### src/hdl/ip_address_text_validator_defines.svh
// Assertion macros used by the validator top level.
`ifndef IP_ADDRESS_TEXT_VALIDATOR_DEFINES_SVH
`define IP_ADDRESS_TEXT_VALIDATOR_DEFINES_SVH

// Same-cycle implication, checked on every rising clock edge outside reset.
`define IPV_ASSERT_NOW(label, ante, cons, msg) \
  label: assert property (@(posedge clk_i) disable iff (!rst_ni) (ante) |-> (cons)) \
    else $error(msg);

// Next-cycle implication, checked on every rising clock edge outside reset.
`define IPV_ASSERT_NEXT(label, ante, cons, msg) \
  label: assert property (@(posedge clk_i) disable iff (!rst_ni) (ante) |=> (cons)) \
    else $error(msg);

`endif

### src/hdl/ipv_pkg.sv
// Types, constants and codes shared by the address text validator modules.
package ipv_pkg;

  localparam int unsigned QUEUE_DEPTH = 2;

  localparam logic [7:0] CHAR_DOT   = 8'h2E;
  localparam logic [7:0] CHAR_COLON = 8'h3A;

  localparam logic [8:0] V4_MAX_VALUE  = 9'd255;
  localparam logic [8:0] V4_SAT_VALUE  = 9'd256;
  localparam logic [1:0] V4_MAX_DIGITS = 2'd3;
  localparam logic [1:0] V4_MAX_DOTS   = 2'd3;
  localparam logic [2:0] V6_MAX_COLONS = 3'd7;
  localparam logic [2:0] V6_MAX_DIGITS = 3'd4;

  typedef enum logic [1:0] {
    VERDICT_NONE = 2'd0,
    VERDICT_V4   = 2'd1,
    VERDICT_V6   = 2'd2
  } verdict_e;

  typedef enum logic [2:0] {
    CC_DEC,
    CC_HEX_ALPHA,
    CC_DOT,
    CC_COLON,
    CC_OTHER
  } char_class_e;

  // One classified character as it travels from the front to the checker.
  typedef struct packed {
    char_class_e cls;
    logic [3:0]  digit;
    logic        last;
  } token_t;

  // Handshake status the checker reports back to the top level.
  typedef struct packed {
    logic tok_pop;
    logic res_push;
  } chk_status_t;

endpackage

### src/hdl/ipv_classify.sv
// Front end: sorts each incoming character into a token class.
module ipv_classify (
  input  logic [7:0]      char_byte_i,
  input  logic            is_last_i,
  output ipv_pkg::token_t token_o
);
  import ipv_pkg::*;

  always_comb begin
    token_o.digit = char_byte_i[3:0];
    token_o.last  = is_last_i;
    if (char_byte_i >= 8'h30 && char_byte_i <= 8'h39) begin
      token_o.cls = CC_DEC;
    end else if ((char_byte_i >= 8'h61 && char_byte_i <= 8'h66) ||
                 (char_byte_i >= 8'h41 && char_byte_i <= 8'h46)) begin
      token_o.cls = CC_HEX_ALPHA;
    end else if (char_byte_i == CHAR_DOT) begin
      token_o.cls = CC_DOT;
    end else if (char_byte_i == CHAR_COLON) begin
      token_o.cls = CC_COLON;
    end else begin
      token_o.cls = CC_OTHER;
    end
  end

endmodule

### src/hdl/ipv_queue.sv
// Small flip-flop queue with push/pop handshakes on both sides.
module ipv_queue #(
  parameter int unsigned Width = 8,
  parameter int unsigned Depth = ipv_pkg::QUEUE_DEPTH
) (
  input  logic             clk_i,
  input  logic             rst_ni,
  input  logic             push_i,
  input  logic [Width-1:0] data_i,
  output logic             full_o,
  input  logic             pop_i,
  output logic [Width-1:0] data_o,
  output logic             empty_o
);
  localparam int unsigned PtrW = (Depth > 1) ? $clog2(Depth) : 1;
  localparam int unsigned CntW = $clog2(Depth + 1);

  logic [Width-1:0] mem_q [Depth];
  logic [PtrW-1:0]  wr_ptr_q, wr_ptr_d;
  logic [PtrW-1:0]  rd_ptr_q, rd_ptr_d;
  logic [CntW-1:0]  cnt_q, cnt_d;
  logic             do_push, do_pop;

  assign full_o  = (cnt_q == CntW'(Depth));
  assign empty_o = (cnt_q == '0);
  assign data_o  = mem_q[rd_ptr_q];
  assign do_push = push_i && !full_o;
  assign do_pop  = pop_i && !empty_o;

  always_comb begin
    wr_ptr_d = wr_ptr_q;
    rd_ptr_d = rd_ptr_q;
    cnt_d    = cnt_q;
    if (do_push) begin
      wr_ptr_d = (wr_ptr_q == PtrW'(Depth - 1)) ? '0 : wr_ptr_q + 1'b1;
    end
    if (do_pop) begin
      rd_ptr_d = (rd_ptr_q == PtrW'(Depth - 1)) ? '0 : rd_ptr_q + 1'b1;
    end
    if (do_push && !do_pop) begin
      cnt_d = cnt_q + 1'b1;
    end else if (do_pop && !do_push) begin
      cnt_d = cnt_q - 1'b1;
    end
  end

  always_ff @(posedge clk_i or negedge rst_ni) begin
    if (!rst_ni) begin
      wr_ptr_q <= '0;
      rd_ptr_q <= '0;
      cnt_q    <= '0;
    end else begin
      wr_ptr_q <= wr_ptr_d;
      rd_ptr_q <= rd_ptr_d;
      cnt_q    <= cnt_d;
    end
  end

  always_ff @(posedge clk_i) begin
    if (do_push) begin
      mem_q[wr_ptr_q] <= data_i;
    end
  end

endmodule

### src/hdl/ipv_checker.sv
// Back end: IPv4 and IPv6 syntax checkers and the end-of-string verdict.
module ipv_checker (
  input  logic                   clk_i,
  input  logic                   rst_ni,
  input  logic                   tok_valid_i,
  input  ipv_pkg::token_t        tok_i,
  input  logic                   res_full_i,
  output ipv_pkg::chk_status_t   status_o,
  output logic [1:0]             verdict_o
);
  import ipv_pkg::*;

  logic       v4_ok_q, v4_ok_d, v4_lz_q, v4_lz_d;
  logic [1:0] v4_dots_q, v4_dots_d, v4_digits_q, v4_digits_d;
  logic [8:0] v4_val_q, v4_val_d;
  logic       v6_ok_q, v6_ok_d;
  logic [2:0] v6_colons_q, v6_colons_d, v6_digits_q, v6_digits_d;
  logic [11:0] v4_sum;
  logic       advance;
  verdict_e   verdict;

  // A string's final character needs room in the result queue.
  assign advance           = tok_valid_i && (!tok_i.last || !res_full_i);
  assign status_o.tok_pop  = advance;
  assign status_o.res_push = advance && tok_i.last;
  assign v4_sum            = 12'(v4_val_q) * 12'd10 + 12'(tok_i.digit);

  always_comb begin
    v4_ok_d     = v4_ok_q;
    v4_lz_d     = v4_lz_q;
    v4_dots_d   = v4_dots_q;
    v4_digits_d = v4_digits_q;
    v4_val_d    = v4_val_q;
    case (tok_i.cls)
      CC_DEC: begin
        if (v4_digits_q >= V4_MAX_DIGITS || v4_lz_q) begin
          v4_ok_d = 1'b0;
        end else begin
          if (v4_digits_q == '0 && tok_i.digit == '0) begin
            v4_lz_d = 1'b1;
          end
          v4_val_d = (v4_sum > 12'(V4_SAT_VALUE)) ? V4_SAT_VALUE : v4_sum[8:0];
          if (v4_val_d > V4_MAX_VALUE) begin
            v4_ok_d = 1'b0;
          end
          v4_digits_d = v4_digits_q + 1'b1;
        end
      end
      CC_DOT: begin
        if (v4_digits_q == '0 || v4_dots_q >= V4_MAX_DOTS) begin
          v4_ok_d = 1'b0;
        end else begin
          v4_dots_d   = v4_dots_q + 1'b1;
          v4_val_d    = '0;
          v4_digits_d = '0;
          v4_lz_d     = 1'b0;
        end
      end
      default: begin
        v4_ok_d = 1'b0;
      end
    endcase
  end

  always_comb begin
    v6_ok_d     = v6_ok_q;
    v6_colons_d = v6_colons_q;
    v6_digits_d = v6_digits_q;
    case (tok_i.cls) inside
      CC_DEC, CC_HEX_ALPHA: begin
        if (v6_digits_q >= V6_MAX_DIGITS) begin
          v6_ok_d = 1'b0;
        end else begin
          v6_digits_d = v6_digits_q + 1'b1;
        end
      end
      CC_COLON: begin
        if (v6_digits_q == '0 || v6_colons_q >= V6_MAX_COLONS) begin
          v6_ok_d = 1'b0;
        end else begin
          v6_colons_d = v6_colons_q + 1'b1;
          v6_digits_d = '0;
        end
      end
      default: begin
        v6_ok_d = 1'b0;
      end
    endcase
  end

  always_comb begin
    if (v4_ok_d && v4_dots_d == V4_MAX_DOTS && v4_digits_d != '0) begin
      verdict = VERDICT_V4;
    end else if (v6_ok_d && v6_colons_d == V6_MAX_COLONS && v6_digits_d != '0) begin
      verdict = VERDICT_V6;
    end else begin
      verdict = VERDICT_NONE;
    end
  end
  assign verdict_o = verdict;

  always_ff @(posedge clk_i or negedge rst_ni) begin
    if (!rst_ni) begin
      v4_ok_q     <= 1'b1;
      v4_lz_q     <= 1'b0;
      v4_dots_q   <= '0;
      v4_digits_q <= '0;
      v4_val_q    <= '0;
      v6_ok_q     <= 1'b1;
      v6_colons_q <= '0;
      v6_digits_q <= '0;
    end else if (advance) begin
      if (tok_i.last) begin
        v4_ok_q     <= 1'b1;
        v4_lz_q     <= 1'b0;
        v4_dots_q   <= '0;
        v4_digits_q <= '0;
        v4_val_q    <= '0;
        v6_ok_q     <= 1'b1;
        v6_colons_q <= '0;
        v6_digits_q <= '0;
      end else begin
        v4_ok_q     <= v4_ok_d;
        v4_lz_q     <= v4_lz_d;
        v4_dots_q   <= v4_dots_d;
        v4_digits_q <= v4_digits_d;
        v4_val_q    <= v4_val_d;
        v6_ok_q     <= v6_ok_d;
        v6_colons_q <= v6_colons_d;
        v6_digits_q <= v6_digits_d;
      end
    end
  end

endmodule

### src/hdl/ip_address_text_validator.sv
// Top level of the IPv4/IPv6 address text validator.
//
// Usage: the address text enters one ASCII character per request on the
// input queue port (char_byte_i, is_last_i), taken on a clock edge where
// push is high and full is low. is_last_i marks the final character of a
// string. For each string exactly one verdict request appears on the result
// queue port: verdict_o is 0 for neither, 1 for valid IPv4, 2 for valid IPv6.
// It is valid while empty is low and leaves on an edge where pop is high.
//
// Throughput is one character per cycle while the result queue has room
// for each last character. A character goes through the classifier into a
// small token queue, which the checker drains one token per cycle under
// that condition; the checker's combinational verdict is written into the
// result queue, which drives the result port. If the receiver stops
// popping, the result queue fills; the checker then holds the next
// last-character token, the token queue fills, and full rises. Characters
// ahead of that token that are not last still flow while results wait.
// Reset empties both queues and returns both checkers to their start state,
// so the first character after reset begins a new string.
module ip_address_text_validator #(
  parameter int unsigned QueueDepth = ipv_pkg::QUEUE_DEPTH
) (
  input  logic       clk_i,
  input  logic       rst_ni,
  input  logic       push,
  output logic       full,
  input  logic [7:0] char_byte_i,
  input  logic       is_last_i,
  output logic       empty,
  input  logic       pop,
  output logic [1:0] verdict_o
);
  import ipv_pkg::*;
  `include "ip_address_text_validator_defines.svh"

  token_t      tok_in, tok_out;
  logic [$bits(token_t)-1:0] tok_raw;
  logic        tok_empty, res_full;
  chk_status_t chk_status;
  logic [1:0]  chk_verdict;

  // Front end: classify the character on its way into the token queue.
  ipv_classify u_classify (
    .char_byte_i (char_byte_i),
    .is_last_i   (is_last_i),
    .token_o     (tok_in)
  );

  // Decoupling queue between the classifier and the checker.
  ipv_queue #(
    .Width ($bits(token_t)),
    .Depth (QueueDepth)
  ) u_tok_queue (
    .clk_i   (clk_i),
    .rst_ni  (rst_ni),
    .push_i  (push),
    .data_i  (tok_in),
    .full_o  (full),
    .pop_i   (chk_status.tok_pop),
    .data_o  (tok_raw),
    .empty_o (tok_empty)
  );
  assign tok_out = token_t'(tok_raw);

  // Back end: both syntax checkers run on every token.
  ipv_checker u_checker (
    .clk_i       (clk_i),
    .rst_ni      (rst_ni),
    .tok_valid_i (!tok_empty),
    .tok_i       (tok_out),
    .res_full_i  (res_full),
    .status_o    (chk_status),
    .verdict_o   (chk_verdict)
  );

  // Result queue: parts the checker from a stalling receiver.
  ipv_queue #(
    .Width (2),
    .Depth (QueueDepth)
  ) u_res_queue (
    .clk_i   (clk_i),
    .rst_ni  (rst_ni),
    .push_i  (chk_status.res_push),
    .data_i  (chk_verdict),
    .full_o  (res_full),
    .pop_i   (pop),
    .data_o  (verdict_o),
    .empty_o (empty)
  );

  // A verdict is written only when the result queue has room.
  `IPV_ASSERT_NOW(a_res_push_room, chk_status.res_push, !res_full, "verdict pushed into full queue")
  // The checker consumes tokens only when one is waiting.
  `IPV_ASSERT_NOW(a_tok_pop_valid, chk_status.tok_pop, !tok_empty, "token popped from empty queue")
  // Every consumed last character produces a verdict in the same cycle.
  `IPV_ASSERT_NOW(a_last_gives_verdict, chk_status.tok_pop && tok_out.last, chk_status.res_push, "last token without verdict")
  // The reserved verdict code never reaches the result port.
  `IPV_ASSERT_NOW(a_verdict_code, !empty, verdict_o != 2'd3, "illegal verdict code")

endmodule

### config.mk
export PLATFORM = sky130hd
export DESIGN_NAME = ip_address_text_validator
export DESIGN_NICKNAME = d
export VERILOG_FILES = /design/src/hdl/ipv_pkg.sv /design/src/hdl/ipv_classify.sv /design/src/hdl/ipv_queue.sv /design/src/hdl/ipv_checker.sv /design/src/hdl/ip_address_text_validator.sv
export VERILOG_INCLUDE_DIRS = /design/src /design/src/hdl
export SDC_FILE = /design/constraint.sdc
export NUM_CORES = 1
export LEC_CHECK = 0
export BUFFER_PORTS_ARGS = -buffer_cell sky130_fd_sc_hd__buf_2
export CORE_MARGIN = 4
export CORE_UTILIZATION = 35
export DETAILED_ROUTE_END_ITERATION = 10
export PLACE_DENSITY_LB_ADDON = 0.3
export SLEW_MARGIN = 40
export SYNTH_ARGS = -nofsm -noshare
export SYNTH_HDL_FRONTEND = slang
export SYNTH_SLANG_ARGS = --single-unit
### constraint.sdc
create_clock -name clk_i -period 3.3 [get_ports clk_i]
set_input_delay 0.99 -clock clk_i [delete_from_list [all_inputs] [get_ports clk_i]]
set_output_delay 0.99 -clock clk_i [all_outputs]
set_load 0.02 [all_outputs]
==> results.cfg <==
[clocking]
cts_sinks = 50
cts_max_level = 2
clk_latency_ns = 0.30
clk_pin_slew_ns = 0.09
numCtsBuffers = 5
cts_tree = yes
cts_root_buffer = clkbuf_8
cts_max_path_buffers = 2

[sta]
tightestPinTransition_ns = 0.694
whs_ns = 0.492
period_needed_ns = 3.21
setup_slack_ns = 0.0946
tns_ns = 0
final.period_utilization_pct = 97.1
skew_ns = 0.00481
finalSetupViolCount = 0
hold_viol_final = 0
fmax_ghz = 0.312
slew_viol_final = 0
max-slew-margin-rel_pct = 53.4

[global_route]
grt_pass1_wl_um = 11000
grtUsageTotal_pct = 11.9
grt_max_degree = 31
antenna_found_initial = 0
grt.overflow.total = 0
grt_pass1_vias = 2343

[die]
start_util_pct = 35.7
ios = 17
fp.dieArea_um2 = 11000
rows = 35
core_area_um2 = 9200
fp.dieH_um = 105
die_x_um = 105

[route]
drc = 0
vias = 2369
wl_per_cell_um = 14.5
drt.antenna.violating_nets = 0
vias_per_cell = 5.35
dr.first_iter.drc_count = 89
routed_wirelength_um = 6410
first_pass_iters = 4

[critical_path]
cp_max_fo = 4
ff2ff_setup_slack_ns = 0.09
required_ns = 3.34
cp-start-kind = register
worstSetupPathType = register to register
end_kind = register
worst-endpoint-arrival_ns = 3.25

[logic_synthesis]
synth_cell_type_count = 69
syn_avg_cell_area_um2 = 10.8
synth_edf_count = 20
syn_nets = 344
netlist_instances = 303
yosysSeqAreaShare_pct = 41.3
synth_ff_type = dfrtp_1
async_flop_share_pct = 60.0
synth-seq-cells = 50
synth_area_um2 = 3280
ys.warnings.count = 0

[placement]
dpl.cell_count = 433
portBuffers = 16
dp_hpwl_um = 4790
dp_slack_ns = -0.0279
gp_congestion = 0.793
place_area_um2 = 3510

[worst_hold_path]
hold_class = register to register

[layout]
final_cell_mix = 28 x dfrtp_1, 24 x nor2_1, 21 x ha_1
fill_cells = 884
layout-drive-gt1-share_pct = 24.7
fin_nets = 372
fin_area_um2 = 3800
syn2layout_area_growth_pct = 15.9
diodes = 0
fin_util_pct = 41.3
finalNonFillerCells = 443
final_common_cell = dfrtp_1

[pwr]
switching_share_pct = 38.8
p_int_mw = 1.69
powerDensity_nw_per_um2 = 727
p_leak_nw = 1.59
switching_power_mw = 1.07
seqPwrFrac_pct = 35.0
fin_total_pwr_mw = 2.76
ir_drop_mv = 0.465
pwr-share-comb_pct = 46.9
clockPowerShare_pct = 18.2

[run]
max-cap-violations = 0

[outcome]
status = finished, final reports clean
metal layers:
layer	GRT usage (%)	part of all wire [%]
met5	0	0
met4	2.72	1.4
met3	2.22	3.2
met2	18.7	43
met1	17.2	52
power groups by stage:
stage,Sequential (mW),Clock (mW),Combinational [mW]
after floorplan,0.949,0,0.984
after global placement,0.970,0,1.23
after detailed placement,0.974,0,1.24
after CTS,0.963,0.509,1.25
after global routing,0.988,0.532,1.44
final,0.966,0.503,1.30
repair_timing:
action	CTS	global route
pin swaps	0	11
hold buffers	0	0
buffers inserted	0	2
endpoints found under the setup margin	4	11
gates resized for setup	1	21
synth_stat cells, drive strengths merged (4+ instances only):
master	number	area share [%]
nand2	20	2.3
buf	4	1.4
a21o	7	1.6
nor3b	5	1.3
nand2b	5	0.95
a22o	5	1.3
or2	5	0.95
nor2b	4	0.76
o21ai	18	2.9
nand4	8	1.5
ha	26	9.9
a21oi	10	1.5
xnor2	12	3.2
nor2	25	3.1
dfrtp	28	21
edfxtp	20	18
nor4	7	1.5
xor2	9	2.4
o41ai	4	1.8
mux2	10	3.4
inv	16	1.8
or4	4	1.1
sequential cells by signal (all words and copies together), names as in the netlist:
signal,cells
u_checker.v4_digits_q,2
u_checker.v4_dots_q,2
u_checker.v4_lz_q,1
u_checker.v4_ok_q,1
u_checker.v4_val_q,9
u_checker.v6_colons_q,3
u_checker.v6_digits_q,3
u_checker.v6_ok_q,1
u_res_queue.cnt_q,2
u_res_queue.mem_q,4
u_res_queue.rd_ptr_q,1
u_res_queue.wr_ptr_q,1
u_tok_queue.cnt_q,2
u_tok_queue.mem_q,16
u_tok_queue.rd_ptr_q,1
u_tok_queue.wr_ptr_q,1
critical path, cell delays in order (launching register included):
cell and delay, ns:
dfrtp_1 0.42, ha_4 0.26, ha_4 0.16, inv_2 0.05, fa_2 0.45, nand2b_4 0.16
or2_4 0.25, nor3_4 0.21, and4b_1 0.22, o221a_1 0.26, nor2_4 0.06, o41a_1 0.46
layout make-up:
cell class / count / area (µm²) / area share (%)
Multi-Input combinational cell: 231 / 1950 / 51.3
Tap cell: 111 / 139 / 3.65
Sequential cell: 50 / 1350 / 35.6
Clock buffer: 5 / 68.8 / 1.81
Timing Repair Buffer: 27 / 165 / 4.34
Inverter: 16 / 60.1 / 1.58
Clock inverter: 3 / 63.8 / 1.68
logic make-up after synthesis:
logic type                 Yosys count  synth area share, %
buffers and inverters               22                 3.43
xor gates and xnor gates            21                 5.61
DFF                                 50                 41.3
and+or+nand+nor                     99                 16.9
AOI/OAI and AO/OA                   70                 17.2
adders and majority gates           28                 11.1
muxes                               13                 4.46
path summary, 6_finish.rpt:
check,from,endpoint,cells after the start
max,u_checker.v4_val_q[1],u_res_queue.mem_q[1][1],11
min in group asynchronous,rst_ni,u_res_queue.cnt_q[0],1
min,u_res_queue.wr_ptr_q,u_res_queue.wr_ptr_q,1
max reg2reg,u_checker.v4_val_q[1],u_res_queue.mem_q[1][1],11
min reg2reg,u_res_queue.wr_ptr_q,u_res_queue.wr_ptr_q,1
max in group asynchronous,rst_ni,u_checker.v4_ok_q,1
Power figures use the tool's default switching activity.
